File: src/lrm_pkg.sv
// shared types and constants of the lift run time and rise meter
package lrm_pkg;

    localparam int TICK_W   = 32;
    localparam int CODE_W   = 4;
    localparam int MASK_W   = 16;
    localparam int PERIOD_W = 16;
    localparam int LIFTS_W  = 8;
    localparam int CFG_IDX_W  = 2;
    localparam int CFG_DATA_W = 16;

    // dividend is accumulator plus elapsed time, one bit wider than a tick
    localparam int DIVIDEND_W = TICK_W + 1;
    localparam int DIV_STEPS  = DIVIDEND_W;
    localparam int DIV_CNT_W  = $clog2(DIV_STEPS + 1);

    localparam logic [MASK_W-1:0]   MOTION_MASK_RESET = '0;
    localparam logic [CODE_W-1:0]   RISING_CODE_RESET = CODE_W'(1);
    localparam logic [PERIOD_W-1:0] RISE_PERIOD_RESET = PERIOD_W'(3000);
    localparam logic [CODE_W-1:0]   IDLE_CODE         = '0;

    localparam logic [CFG_IDX_W-1:0] CFG_MOTION_MASK = 2'd0;
    localparam logic [CFG_IDX_W-1:0] CFG_RISING_CODE = 2'd1;
    localparam logic [CFG_IDX_W-1:0] CFG_RISE_PERIOD = 2'd2;

    typedef struct packed {
        logic [TICK_W-1:0] tick_ms;
        logic [CODE_W-1:0] state_code;
        logic              motor_run;
        logic              valve_open;
        logic              ack_event;
        logic              clear_rise;
    } sample_t;

    typedef struct packed {
        logic [LIFTS_W-1:0] lifts_added;
        logic [TICK_W-1:0]  runs_total;
        logic [TICK_W-1:0]  run_ms_sum;
        logic [TICK_W-1:0]  run_ms_now;
        logic               run_ended;
        logic [TICK_W-1:0]  finished_run_ms;
        logic               event_pending;
    } result_t;

    // controller to datapath
    typedef struct packed {
        logic load;
        logic prep;
        logic stat;
        logic step;
        logic fin;
    } cmd_t;

    // datapath to controller
    typedef struct packed {
        logic need_div;
        logic div_last;
        logic out_free;
    } status_t;

    typedef enum logic [4:0] {
        S_IDLE = 5'b00001,
        S_PREP = 5'b00010,
        S_STAT = 5'b00100,
        S_DIV  = 5'b01000,
        S_FIN  = 5'b10000
    } state_t;

endpackage

File: src/lrm_if.sv
// stream interfaces for poll samples and meter results
interface lrm_in_if;
    logic                      valid;
    logic                      ready;
    logic [lrm_pkg::TICK_W-1:0] tick_ms;
    logic [lrm_pkg::CODE_W-1:0] state_code;
    logic                      motor_run;
    logic                      valve_open;
    logic                      ack_event;
    logic                      clear_rise;

    modport source (output valid, tick_ms, state_code, motor_run, valve_open,
                    ack_event, clear_rise, input ready);
    modport sink (input valid, tick_ms, state_code, motor_run, valve_open,
                  ack_event, clear_rise, output ready);
endinterface

interface lrm_out_if;
    logic                        valid;
    logic                        ready;
    logic [lrm_pkg::LIFTS_W-1:0] lifts_added;
    logic [lrm_pkg::TICK_W-1:0]  runs_total;
    logic [lrm_pkg::TICK_W-1:0]  run_ms_sum;
    logic [lrm_pkg::TICK_W-1:0]  run_ms_now;
    logic                        run_ended;
    logic [lrm_pkg::TICK_W-1:0]  finished_run_ms;
    logic                        event_pending;

    modport source (output valid, lifts_added, runs_total, run_ms_sum, run_ms_now,
                    run_ended, finished_run_ms, event_pending, input ready);
    modport sink (input valid, lifts_added, runs_total, run_ms_sum, run_ms_now,
                  run_ended, finished_run_ms, event_pending, output ready);
endinterface

File: src/lift_run_time_and_rise_meter.sv
// top level of the lift run time and rise meter
// a sample goes from idle through the prepare and statistics states to the finish state;
// when the rise accumulator is divided by the period, the 33-step serial divider runs
// between statistics and finish; a new sample is taken only in idle, once the last has finished
// a finished result waits in the output register while the next sample is taken
// reset: asynchronous active low, clears all statistics and restores register defaults
module lift_run_time_and_rise_meter (
    input  logic                           clk,
    input  logic                           rst_n,
    lrm_in_if.sink                         in_ch,
    lrm_out_if.source                      out_ch,
    input  logic                           cfg_we,
    input  logic [lrm_pkg::CFG_IDX_W-1:0]  cfg_index,
    input  logic [lrm_pkg::CFG_DATA_W-1:0] cfg_data
);
    import lrm_pkg::*;

    sample_t sample;
    result_t result;
    cmd_t    cmd;
    status_t status;
    logic    in_ready;
    logic    out_valid;

    // gather the input transfer payload into one word
    assign sample.tick_ms       = in_ch.tick_ms;
    assign sample.state_code    = in_ch.state_code;
    assign sample.motor_run     = in_ch.motor_run;
    assign sample.valve_open    = in_ch.valve_open;
    assign sample.ack_event     = in_ch.ack_event;
    assign sample.clear_rise    = in_ch.clear_rise;
    assign in_ch.ready          = in_ready;

    // sequencer: idle, prepare differences, update statistics, divide, finish
    lrm_ctrl u_ctrl (
        .clk      (clk),
        .rst_n    (rst_n),
        .in_valid (in_ch.valid),
        .in_ready (in_ready),
        .status   (status),
        .cmd      (cmd)
    );

    // run statistics, rise accumulator and the result register
    lrm_dp u_dp (
        .clk       (clk),
        .rst_n     (rst_n),
        .cfg_we    (cfg_we),
        .cfg_index (cfg_index),
        .cfg_data  (cfg_data),
        .sample    (sample),
        .cmd       (cmd),
        .status    (status),
        .out_valid (out_valid),
        .out_ready (out_ch.ready),
        .result    (result)
    );

    // result transfer
    assign out_ch.valid           = out_valid;
    assign out_ch.lifts_added     = result.lifts_added;
    assign out_ch.runs_total      = result.runs_total;
    assign out_ch.run_ms_sum      = result.run_ms_sum;
    assign out_ch.run_ms_now      = result.run_ms_now;
    assign out_ch.run_ended       = result.run_ended;
    assign out_ch.finished_run_ms = result.finished_run_ms;
    assign out_ch.event_pending   = result.event_pending;

endmodule

File: src/lrm_ctrl.sv
// sequencing state machine of the meter
module lrm_ctrl (
    input  logic             clk,
    input  logic             rst_n,
    input  logic             in_valid,
    output logic             in_ready,
    input  lrm_pkg::status_t status,
    output lrm_pkg::cmd_t    cmd
);
    import lrm_pkg::*;

    state_t state_reg;
    state_t state_next;

    always_ff @(posedge clk or negedge rst_n)
    begin
        if (!rst_n)
        begin
            state_reg <= S_IDLE;
        end
        else
        begin
            state_reg <= state_next;
        end
    end

    always_comb
    begin
        state_next = state_reg;
        cmd        = '0;
        in_ready   = 1'b0;
        unique case (state_reg)
            S_IDLE:
            begin
                in_ready = 1'b1;
                if (in_valid)
                begin
                    cmd.load   = 1'b1;
                    state_next = S_PREP;
                end
            end
            S_PREP:
            begin
                cmd.prep   = 1'b1;
                state_next = S_STAT;
            end
            S_STAT:
            begin
                cmd.stat   = 1'b1;
                state_next = status.need_div ? S_DIV : S_FIN;
            end
            S_DIV:
            begin
                cmd.step = 1'b1;
                if (status.div_last)
                begin
                    state_next = S_FIN;
                end
            end
            S_FIN:
            begin
                if (status.out_free)
                begin
                    cmd.fin    = 1'b1;
                    state_next = S_IDLE;
                end
            end
            default:
            begin
                state_next = S_IDLE;
            end
        endcase
    end

endmodule

File: src/lrm_dp.sv
// datapath: run statistics, rise accumulator, serial divider, result register
module lrm_dp (
    input  logic                              clk,
    input  logic                              rst_n,
    input  logic                              cfg_we,
    input  logic [lrm_pkg::CFG_IDX_W-1:0]     cfg_index,
    input  logic [lrm_pkg::CFG_DATA_W-1:0]    cfg_data,
    input  lrm_pkg::sample_t                  sample,
    input  lrm_pkg::cmd_t                     cmd,
    output lrm_pkg::status_t                  status,
    output logic                              out_valid,
    input  logic                              out_ready,
    output lrm_pkg::result_t                  result
);
    import lrm_pkg::*;

    // configuration
    logic [MASK_W-1:0]   motion_mask_reg;
    logic [CODE_W-1:0]   rising_code_reg;
    logic [PERIOD_W-1:0] rise_period_reg;

    // persistent state
    logic [CODE_W-1:0] prev_state_reg,   prev_state_next;
    logic [TICK_W-1:0] run_start_reg,    run_start_next;
    logic [TICK_W-1:0] runs_reg,         runs_next;
    logic [TICK_W-1:0] fsum_reg,         fsum_next;
    logic [TICK_W-1:0] running_reg,      running_next;
    logic [TICK_W-1:0] acc_reg,          acc_next;
    logic [TICK_W-1:0] prev_tick_reg,    prev_tick_next;
    logic              prev_qual_reg,    prev_qual_next;
    logic              seen_reg,         seen_next;
    logic              sticky_reg,       sticky_next;

    // per sample working registers
    sample_t           smp_reg;
    logic [TICK_W-1:0] run_diff_reg;
    logic [TICK_W-1:0] elapsed_reg;
    logic [TICK_W-1:0] finished_reg,     finished_next;
    logic              ended_reg,        ended_next;
    logic              div_en_reg,       div_en_next;

    // divider
    logic [DIVIDEND_W-1:0] quo_reg,      quo_next;
    logic [PERIOD_W-1:0]   rem_reg,      rem_next;
    logic [DIV_CNT_W-1:0]  cnt_reg,      cnt_next;
    logic [PERIOD_W-1:0]   period_eff;
    logic [PERIOD_W:0]     rem_shift;
    logic [PERIOD_W:0]     rem_sub;
    logic                  quo_bit;

    // result register
    logic    out_valid_reg, out_valid_next;
    result_t result_reg;

    logic moving_now;
    logic moving_prev;
    logic qualified;
    logic [LIFTS_W-1:0] lifts;

    assign period_eff = (rise_period_reg == '0) ? PERIOD_W'(1) : rise_period_reg;
    assign moving_now  = motion_mask_reg[smp_reg.state_code];
    assign moving_prev = motion_mask_reg[prev_state_reg];
    assign qualified   = (smp_reg.state_code == rising_code_reg) && smp_reg.motor_run
                         && !smp_reg.valve_open;

    // restoring divider step
    assign rem_shift = {rem_reg, quo_reg[DIVIDEND_W-1]};
    assign rem_sub   = rem_shift - {1'b0, period_eff};
    assign quo_bit   = (rem_shift >= {1'b0, period_eff});

    assign lifts = (|quo_reg[DIVIDEND_W-1:LIFTS_W]) ? '1 : quo_reg[LIFTS_W-1:0];

    assign status.need_div = div_en_next;
    assign status.div_last = (cnt_reg == DIV_CNT_W'(1));
    assign status.out_free = !out_valid_reg || out_ready;

    assign out_valid = out_valid_reg;
    assign result    = result_reg;

    always_ff @(posedge clk or negedge rst_n)
    begin
        if (!rst_n)
        begin
            motion_mask_reg <= MOTION_MASK_RESET;
            rising_code_reg <= RISING_CODE_RESET;
            rise_period_reg <= RISE_PERIOD_RESET;
        end
        else if (cfg_we)
        begin
            unique case (cfg_index)
                CFG_MOTION_MASK: motion_mask_reg <= cfg_data[MASK_W-1:0];
                CFG_RISING_CODE: rising_code_reg <= cfg_data[CODE_W-1:0];
                CFG_RISE_PERIOD: rise_period_reg <= cfg_data[PERIOD_W-1:0];
                default:         ;
            endcase
        end
    end

    always_comb
    begin
        prev_state_next = prev_state_reg;
        run_start_next  = run_start_reg;
        runs_next       = runs_reg;
        fsum_next       = fsum_reg;
        running_next    = running_reg;
        acc_next        = acc_reg;
        prev_tick_next  = prev_tick_reg;
        prev_qual_next  = prev_qual_reg;
        seen_next       = seen_reg;
        sticky_next     = sticky_reg;
        finished_next   = finished_reg;
        ended_next      = ended_reg;
        div_en_next     = div_en_reg;
        quo_next        = quo_reg;
        rem_next        = rem_reg;
        cnt_next        = cnt_reg;
        out_valid_next  = out_valid_reg && !out_ready;

        if (cmd.load)
        begin
            if (sample.ack_event)
            begin
                sticky_next = 1'b0;
            end
            if (sample.clear_rise)
            begin
                acc_next = '0;
            end
        end

        if (cmd.stat)
        begin
            finished_next = '0;
            ended_next    = 1'b0;
            if (!moving_prev && moving_now)
            begin
                run_start_next = smp_reg.tick_ms;
                running_next   = '0;
                runs_next      = runs_reg + TICK_W'(1);
            end
            else if (moving_prev && !moving_now)
            begin
                finished_next = run_diff_reg;
                fsum_next     = fsum_reg + run_diff_reg;
                running_next  = '0;
                ended_next    = 1'b1;
            end
            else if (moving_now)
            begin
                running_next = run_diff_reg;
            end
            if (smp_reg.state_code != prev_state_reg)
            begin
                sticky_next = 1'b1;
            end
            prev_state_next = smp_reg.state_code;
            div_en_next = seen_reg && prev_qual_reg && (elapsed_reg != '0);
            quo_next    = {1'b0, acc_reg} + {1'b0, elapsed_reg};
            rem_next    = '0;
            cnt_next    = DIV_CNT_W'(DIV_STEPS);
        end

        if (cmd.step)
        begin
            quo_next = {quo_reg[DIVIDEND_W-2:0], quo_bit};
            rem_next = quo_bit ? rem_sub[PERIOD_W-1:0] : rem_shift[PERIOD_W-1:0];
            cnt_next = cnt_reg - DIV_CNT_W'(1);
        end

        if (cmd.fin)
        begin
            if (seen_reg)
            begin
                if (div_en_reg)
                begin
                    acc_next = TICK_W'(rem_reg);
                    if (quo_reg != '0)
                    begin
                        sticky_next = 1'b1;
                    end
                end
                if (!qualified)
                begin
                    acc_next = '0;
                end
            end
            seen_next      = 1'b1;
            prev_tick_next = smp_reg.tick_ms;
            prev_qual_next = qualified;
            out_valid_next = 1'b1;
        end
    end

    always_ff @(posedge clk or negedge rst_n)
    begin
        if (!rst_n)
        begin
            prev_state_reg <= IDLE_CODE;
            run_start_reg  <= '0;
            runs_reg       <= '0;
            fsum_reg       <= '0;
            running_reg    <= '0;
            acc_reg        <= '0;
            prev_tick_reg  <= '0;
            prev_qual_reg  <= 1'b0;
            seen_reg       <= 1'b0;
            sticky_reg     <= 1'b0;
            div_en_reg     <= 1'b0;
            cnt_reg        <= '0;
            out_valid_reg  <= 1'b0;
        end
        else
        begin
            prev_state_reg <= prev_state_next;
            run_start_reg  <= run_start_next;
            runs_reg       <= runs_next;
            fsum_reg       <= fsum_next;
            running_reg    <= running_next;
            acc_reg        <= acc_next;
            prev_tick_reg  <= prev_tick_next;
            prev_qual_reg  <= prev_qual_next;
            seen_reg       <= seen_next;
            sticky_reg     <= sticky_next;
            div_en_reg     <= div_en_next;
            cnt_reg        <= cnt_next;
            out_valid_reg  <= out_valid_next;
        end
    end

    // payload registers
    always_ff @(posedge clk)
    begin
        if (cmd.load)
        begin
            smp_reg <= sample;
        end
        if (cmd.prep)
        begin
            run_diff_reg <= smp_reg.tick_ms - run_start_reg;
            elapsed_reg  <= smp_reg.tick_ms - prev_tick_reg;
        end
        finished_reg <= finished_next;
        ended_reg    <= ended_next;
        quo_reg      <= quo_next;
        rem_reg      <= rem_next;
        if (cmd.fin)
        begin
            result_reg.lifts_added     <= (seen_reg && div_en_reg) ? lifts : '0;
            result_reg.runs_total      <= runs_reg;
            result_reg.run_ms_sum      <= fsum_reg;
            result_reg.run_ms_now      <= running_reg;
            result_reg.run_ended       <= ended_reg;
            result_reg.finished_run_ms <= finished_reg;
            result_reg.event_pending   <= sticky_next;
        end
    end

`ifndef SYNTHESIS
    // a divider step never leaves a remainder at or above the period
    a_rem_bound: assert property (@(posedge clk) disable iff (!rst_n)
        cmd.step |=> (rem_reg < period_eff))
        else $error("divider remainder out of range");

    // finishing a sample always presents a result
    a_fin_valid: assert property (@(posedge clk) disable iff (!rst_n)
        cmd.fin |=> out_valid_reg)
        else $error("result not presented after finish");

    // a result never overwrites one that is still waiting
    a_no_overwrite: assert property (@(posedge clk) disable iff (!rst_n)
        cmd.fin |-> (!out_valid_reg || out_ready))
        else $error("result overwritten");

    // a finished run leaves no run in progress
    a_end_clears_run: assert property (@(posedge clk) disable iff (!rst_n)
        (cmd.fin && ended_reg) |-> (running_reg == '0))
        else $error("run length not cleared at run end");
`endif

endmodule
File: src/flat_wrapper.sv
// flat-port wrapper written by rule: the top's interface ports become plain ports
module lift_run_time_and_rise_meter_flat import lrm_pkg::*;
  (clk, rst_n, cfg_we, cfg_index, cfg_data, in_ch_valid, in_ch_tick_ms, in_ch_state_code, in_ch_motor_run, in_ch_valve_open, in_ch_ack_event, in_ch_clear_rise, in_ch_ready, out_ch_valid, out_ch_lifts_added, out_ch_runs_total, out_ch_run_ms_sum, out_ch_run_ms_now, out_ch_run_ended, out_ch_finished_run_ms, out_ch_event_pending, out_ch_ready);
  lrm_in_if in_ch_i ();
  lrm_out_if out_ch_i ();
  input  logic clk;
  input  logic rst_n;
  input  logic cfg_we;
  input  logic [lrm_pkg::CFG_IDX_W-1:0] cfg_index;
  input  logic [lrm_pkg::CFG_DATA_W-1:0] cfg_data;
  input wire logic [$bits(in_ch_i.valid)-1:0] in_ch_valid;
  input wire logic [$bits(in_ch_i.tick_ms)-1:0] in_ch_tick_ms;
  input wire logic [$bits(in_ch_i.state_code)-1:0] in_ch_state_code;
  input wire logic [$bits(in_ch_i.motor_run)-1:0] in_ch_motor_run;
  input wire logic [$bits(in_ch_i.valve_open)-1:0] in_ch_valve_open;
  input wire logic [$bits(in_ch_i.ack_event)-1:0] in_ch_ack_event;
  input wire logic [$bits(in_ch_i.clear_rise)-1:0] in_ch_clear_rise;
  output wire logic [$bits(in_ch_i.ready)-1:0] in_ch_ready;
  output wire logic [$bits(out_ch_i.valid)-1:0] out_ch_valid;
  output wire logic [$bits(out_ch_i.lifts_added)-1:0] out_ch_lifts_added;
  output wire logic [$bits(out_ch_i.runs_total)-1:0] out_ch_runs_total;
  output wire logic [$bits(out_ch_i.run_ms_sum)-1:0] out_ch_run_ms_sum;
  output wire logic [$bits(out_ch_i.run_ms_now)-1:0] out_ch_run_ms_now;
  output wire logic [$bits(out_ch_i.run_ended)-1:0] out_ch_run_ended;
  output wire logic [$bits(out_ch_i.finished_run_ms)-1:0] out_ch_finished_run_ms;
  output wire logic [$bits(out_ch_i.event_pending)-1:0] out_ch_event_pending;
  input wire logic [$bits(out_ch_i.ready)-1:0] out_ch_ready;
  assign in_ch_i.valid = in_ch_valid;
  assign in_ch_i.tick_ms = in_ch_tick_ms;
  assign in_ch_i.state_code = in_ch_state_code;
  assign in_ch_i.motor_run = in_ch_motor_run;
  assign in_ch_i.valve_open = in_ch_valve_open;
  assign in_ch_i.ack_event = in_ch_ack_event;
  assign in_ch_i.clear_rise = in_ch_clear_rise;
  assign in_ch_ready = in_ch_i.ready;
  assign out_ch_valid = out_ch_i.valid;
  assign out_ch_lifts_added = out_ch_i.lifts_added;
  assign out_ch_runs_total = out_ch_i.runs_total;
  assign out_ch_run_ms_sum = out_ch_i.run_ms_sum;
  assign out_ch_run_ms_now = out_ch_i.run_ms_now;
  assign out_ch_run_ended = out_ch_i.run_ended;
  assign out_ch_finished_run_ms = out_ch_i.finished_run_ms;
  assign out_ch_event_pending = out_ch_i.event_pending;
  assign out_ch_i.ready = out_ch_ready;
  lift_run_time_and_rise_meter u_core (.clk(clk), .rst_n(rst_n), .in_ch(in_ch_i), .out_ch(out_ch_i), .cfg_we(cfg_we), .cfg_index(cfg_index), .cfg_data(cfg_data));
endmodule
File: config.mk
export PLATFORM = sky130hd
export DESIGN_NAME = lift_run_time_and_rise_meter_flat
export DESIGN_NICKNAME = d
export VERILOG_FILES = /design/src/lrm_pkg.sv /design/src/lrm_if.sv /design/src/lift_run_time_and_rise_meter.sv /design/src/lrm_ctrl.sv /design/src/lrm_dp.sv /design/src/flat_wrapper.sv
export SDC_FILE = /design/constraint.sdc
export NUM_CORES = 1
export LEC_CHECK = 0
export BUFFER_PORTS_ARGS = -buffer_cell sky130_fd_sc_hd__buf_4
export CORE_MARGIN = 2
export CORE_UTILIZATION = 29
export DETAILED_ROUTE_END_ITERATION = 16
export MAX_ROUTING_LAYER = met4
export PLACE_DENSITY = 0.54
export SYNTH_ARGS = -nofsm -noshare
export SYNTH_HDL_FRONTEND = slang
export SYNTH_SLANG_ARGS = --single-unit
File: constraint.sdc
create_clock -name clk -period 8.3 [get_ports clk]
set_input_delay 1.66 -clock clk [delete_from_list [all_inputs] [get_ports clk]]
set_output_delay 1.66 -clock clk [all_outputs]
set_load 0.01 [all_outputs]
==> results.md, run 1 <==
- Status: finished clean
- Synth Warn #: 0
- Arrival @ worst endpoint: 4170 ps
- Relative slew slack: roughly two fifths
- Least-Margin Pin Slew: 870 ps
- Io pins: a little over 200
- Post-CTS Resized: 0
- Top post-synthesis cells by area: edfxtp_1 35%, dfrtp_1 22%, ha_1 6.5%, o21ai_0 3.1%, xnor2_1 3.1%
- Post-Synthesis Mean Instance Area: approximately 12 µm²
- Fillers: approximately 9400
- Die width: between 300 and 400 µm
- Final worst setup slack: 4510 ps
- Area growth, synth to finish: 18.8%
- Detailed Routing Iterations Pass 1: 5
- DRT antenna net count: 0
- CTS root buf: clkbuf_16
- H-tree levels: 2
- Period utilization: between 40% and 50%
- Hold Path Class: reg2reg
- DR vias: 18700
- LEAKAGE: 13.5 nW
- I/O Buffers: 202
- Final Instance Area: 33000 µm²
- Largest net degree at the start of global routing: 83
- Placed insts: ~3800
- Vias per inst: about 4.8
- Post-DP Area: 30800 µm²
- Worst slack at placement: about 4300 ps
- Synth Register Bits: between 500 and 600
- Yosys top cell by area: edfxtp_1
- Worst Setup End Kind: flop
- Worst vdd rail ir drop: 0.155 mV
- # DRC: 0
- Initial antenna violation count: 6
- Register area share after synthesis: 57.2%
- Clk Latency, worst-skew pair: 670 ps
- Layout cells sized above 1: 16.1%
- Max Slew Vio Count: 0
- Hold buffers post-CTS: 0
- Max reg flops: 138
- Final wirelength: 67.8 mm
- Fin cells: 3934
- Routability Congestion: 0.870
- Count leader, synth: edfxtp_1
- PwrDens: 311 nW/µm²
- Final hold vios: 0
- CP delay by family, top: simple AND/OR/NAND/NOR gates
- Top FF cell, synth: edfxtp_1
- RSZ-0062 raised after global routing: no
- Synth async-reset ratio: 43.5%
- Setup TNS: 0 ps
- Die Span Y: 313 µm
- Total global routing overflow: 0
- Mapped Area: approximately 28000 µm²
- Final core utilization: 34.7%
- Post-synth top area share: 34.8%
- CTS tree: built
- Initial Util: between 20% and 30%
- Vias in the first global route: 18100
- WHS: 418 ps
- # clock sinks: 570
- Maximum fanout along the worst path: 15
- Cts bufs inserted: 61
- Minimum clock period: 3790 ps
- Synth cell types: 83
- Crit path required time: 8680 ps
- Die area: 98200 µm²
- Skew final: around 46 ps
- Worst-path cell chain: nor4_1, a41o_1, ha_1, nor2b_1, o21ai_0, a21boi_0, or4b_1, and2_1, a211oi_2, o21a_1, nor2_1, mux2_2
- Post-synth net total: about 2600
- Final setup viols: 0
- Fin nets: 2823
- Clk slew on worst S/H paths: 60 ps
- # rows: roughly 110
- Number of synthesized flops with an enable pin: 322
- Worst-case clock buffer depth: 3
- Global-route wire length before repair: 106 mm
- Commonest cells in the netlist: 322 x edfxtp_1, 239 x dfrtp_1, 218 x nand2_1
- Sequential cell area: 15900 µm²
- Post-DP HPWL: 49.1 mm
- WL per Instance: 17.2 µm
- Initial DRC Count: 1266
- Multi-input gate area: between 10000 and 15000 µm²
- Crit path kind: reg2reg
- Maximum clock rate: 0.264 GHz
- Worst path slowest cell: or4b_1
- Pwr Total: 10.3 mW
- Buffers inserted by post-CTS timing repair: 0
- Crit path buffers/inverters: 0
- Post-Synthesis Cells: between 2000 and 2500
- CP Launch Type: flop
- Largest stage delay, worst path: roughly 530 ps
- Gr usage total: between 10% and 20%
- Max-cap violations: 0
- Core Region: 95000 µm²
[worst paths after layout]
kind / from / endpoint / slack, ps / depth (start not counted)
max in group asynchronous: rst_n / u_core.u_dp.motion_mask_reg[15] / 5910 / 2
worst max register to register: u_core.u_dp.rise_period_reg[1] / u_core.u_dp.quo_reg[0] / 4510 / 12
worst min-delay path: u_core.u_dp.finished_reg[13] / u_core.u_dp.result[14] / 420 / 0
worst min register to register: u_core.u_dp.finished_reg[13] / u_core.u_dp.result[14] / 420 / 0
worst max-delay path: u_core.u_dp.rise_period_reg[1] / u_core.u_dp.quo_reg[0] / 4510 / 12
min in group asynchronous: rst_n / u_core.u_dp.running_reg[18] / 970 / 1
[per-layer routing]
layer | routed length [µm] | up-vias | share of wire [%] | GRT usage (%)
li1 | - | 9231 | - | -
met1 | 31500 | 9042 | 46 | 18.7
met2 | 31900 | 334 | 47 | 22.5
met3 | 3050 | 96 | 4.5 | 2.03
met4 | 1350 | 0 | 2.0 | 3.22
met5 | 0 | - | 0 | -
[placed cells by master, fill, tap and decap left out, types with 69 or more instances in the layout]
cell type	count
o21ai_0	172
xnor2_1	97
a21o_1	69
dfrtp_1	239
nand2_1	216
buf_4	225
a21oi_1	152
edfxtp_1	322
ha_1	144
nor2_1	114
inv_1	135
[report_power, final]
| group | total, mW | switching, mW | internal [mW] |
|---|---|---|---|
| registers | 4.09 | 0.373 | 3.71 |
| logic | 3.28 | 1.91 | 1.37 |
| clock network | 2.90 | 1.20 | 1.69 |
[logic make-up after synthesis]
logic type	count (synthesis)	share of synthesized area, %
mux	59	2.77
fa+ha+maj	149	6.85
xor+xnor	144	4.54
compound gates	611	14.1
flops	570	57.2
buf+inv	209	2.87
simple gates	651	11.6
[layout make-up]
type | instances | area share (%)
Inverter | 138 | 1.59
Multi-Input combinational cell | 1614 | 33.7
Timing Repair Buffer | 226 | 5.16
Clock buffer | 72 | 5.04
Sequential cell | 570 | 48.1
Antenna cell | 6 | 0.0455
Tap cell | 1265 | 4.80
Clock inverter | 43 | 1.54
[worst register-to-register path, cell delays in order, from the launching register on]
cell	delay [ps]
dfrtp_1	420
nor4_1	360
a41o_1	240
ha_1	190
nor2b_1	50
o21ai_0	180
a21boi_0	160
or4b_1	530
and2_1	210
a211oi_2	270
o21a_1	440
nor2_1	190
mux2_2	290
Note: power is estimated with default switching activity, not from simulation.
==> inputs of run 2 (changes only) <==
- clock period: 8.3 -> 3.8 ns (I/O delays scaled with it)
==> run 2 against run 1 <==
  * Via count barely moved
  * Highest routed layer unchanged
  * Routed wire length is 0.22% higher
  * Total power grew 120%
  * Critical endpoint is now u_core.u_dp.rem_reg[14]
  * Critical path depth up 1
  * Core utilization up 0.24 points
==> results.md, run 2 (synthesized netlist as in run 1, its figures left out) <==
- Total global routing overflow: 0
- Sequential cell area: 15900 µm²
- DR vias: 18700
- Fin nets: 2841
- H-tree levels: 3
- Initial Util: 29.2%
- CP Launch Type: flop
- Reg2Reg Depth: 13
- Final wirelength: 68.0 mm
- Die area: 98200 µm²
- Critical Path End: u_core.u_dp.rem_reg[14]
- Minimum clock period: 3590 ps
- Reg2reg end: u_core.u_dp.rem_reg[14]
- Most frequent cells in the layout: 322 x edfxtp_1, 239 x dfrtp_1, 231 x buf_4
- CP most frequent cell: a21oi_1
- Max reg flops: 138
- Area growth, synth to finish: 19.7%
- Hold Path Class: in2async
- Gr usage total: around 14%
- Io pins: 203
- Clk slew on worst S/H paths: 60 ps
- Post-CTS Resized: 0
- CP delay by family, top: compound AO/OA/AOI/OAI gates
- Hold buffers post-CTS: 0
- Status: finished clean
- # DRC: 0
- Max Slew Vio Count: 0
- # clock sinks: 570
- Crit path required time: 4120 ps
- Arrival @ worst endpoint: slightly below 4000 ps
- Worst Setup SP: u_core.u_dp.rise_period_reg[5]
- WHS: roughly 120 ps
- Maximum clock rate: 0.278 GHz
- Cell count along the critical path: 13
- Worst path slowest cell: dfstp_2
- Initial antenna violation count: 2
- Setup TNS: 0 ps
- Vias per inst: between 4 and 5
- R2r startpoint: u_core.u_dp.rise_period_reg[5]
- # rows: 113
- CTS root buf: clkbuf_16
- Max-cap violations: 0
- Period utilization: between 90% and 100%
- Worst Setup End Kind: flop
- Buffers inserted by post-CTS timing repair: 0
- Worst-case clock buffer depth: 3
- WL per Instance: 17.2 µm
- Cts bufs inserted: 66
- Global-route wire length before repair: between 100 and 150 mm
- Skew final: 31.6 ps
- Final setup viols: 0
- Largest net degree at the start of global routing: ~120
- Multi-input gate area: ~11000 µm²
- Die width: ~310 µm
- LEAKAGE: 13.6 nW
- Largest stage delay, worst path: 540 ps
- Initial DRC Count: 1415
- Post-DP HPWL: 49.8 mm
- Worst vdd rail ir drop: 0.377 mV
- Least-Margin Pin Slew: 931 ps
- Vias in the first global route: 18400
- Relative slew slack: between 30% and 40%
- Reg2reg setup slack: 210 ps
- Crit path kind: reg2reg
- Routability Congestion: 0.879
- Clk Latency, worst-skew pair: 610 ps
- PwrDens: 682 nW/µm²
- Final hold vios: 0
- RSZ-0062 raised after global routing: no
- DRT antenna net count: 0
- Die Span Y: 313 µm
- I/O Buffers: 202
- Maximum fanout along the worst path: 3
- CTS tree: built
- Commonest non-fill, non-tap cell in the layout: edfxtp_1
- Layout cells sized above 1: 16.5%
- Detailed Routing Iterations Pass 1: 5
- Crit path buffers/inverters: 0
- Core Region: between 90000 and 100000 µm²
- Worst-path cell chain: nor4_1, a41o_1, ha_1, fa_1, nor2b_1, o21ai_0, a21boi_0, o41a_1, a21oi_1, o2111a_1, or4_1, nand3_1, a21oi_1
- Fillers: around 9500
run 2: cell types whose count changed in the layout (fill, tap and decap cells not counted):
cell	previous run	this run
clkinv_8	1	2
a21oi_2	1	0
clkbuf_1	5	13
bufinv_16	8	5
inv_6	3	4
clkinv_1	6	4
diode_2	6	2
clkbuf_8	3	10
buf_4	225	231
buf_12	0	7
a21oi_4	0	1
clkinv_4	3	1
clkbuf_16	64	66
clkinvlp_4	7	2
run 2: worst reg2reg max path, stage by stage (launching register included):
cell	delay, ps
dfstp_2	540
nor4_1	60
a41o_1	220
ha_1	210
fa_1	400
nor2b_1	120
o21ai_0	100
a21boi_0	360
o41a_1	230
a21oi_1	130
o2111a_1	240
or4_1	530
nand3_1	100
a21oi_1	70
run 2: power breakdown:
part	internal (mW)	switching (mW)	leakage (nW)
clock	3.79	2.67	1.09
sequential	8.11	0.790	6.31
combinational	3.04	4.26	6.20
total	14.9	7.72	13.6
run 2: worst min path at each step:
stage	endpoint	startpoint	cells past startpoint	slack (ps)
5_1_grt	u_core.u_dp.running_reg[18]	rst_n	1	200
6_report	u_core.u_dp.running_reg[18]	rst_n	1	120
4_1_cts	u_core.u_dp.running_reg[18]	rst_n	1	180
3_3_place_gp	u_core.u_dp.result[4]	u_core.u_dp.finished_reg[3]	0	400
2_1_floorplan	u_core.u_dp.result[10]	u_core.u_dp.finished_reg[9]	0	400
3_5_place_dp	u_core.u_dp.result[19]	u_core.u_dp.finished_reg[18]	0	400
run 2: metrics by stage:
step	utilization, %	total power, mW	std cells	area, µm²	worst slack (ps)
after floorplan	-	14.2	2393	27800	446
after global placement	32.6	16.3	3826	31000	251
after detailed placement	32.6	16.4	3826	31000	243
after CTS	35.0	23.0	3948	33200	233
after global routing	35.0	24.3	3950	33200	2.21
final	35.0	22.7	3950	33200	208
run 2: area by class of cell:
type	count	area share (%)
diodes	2	0.0151
clock buffers	89	5.53
clock inverters	33	1.15
inverters	138	1.58
multi-input cells	1614	33.5
flip-flops and latches	570	47.8
well taps	1265	4.76
repair buffers	239	5.69
run 2: metal layers:
| metal | share of wire [%] | global-route usage [%] | vias to the layer above |
|---|---|---|---|
| met5 | 0 | - | - |
| met4 | 2.0 | 3.68 | 0 |
| met2 | 47 | 22.5 | 337 |
| li1 | - | - | 9268 |
| met1 | 47 | 18.9 | 9013 |
| met3 | 4.3 | 2.50 | 81 |
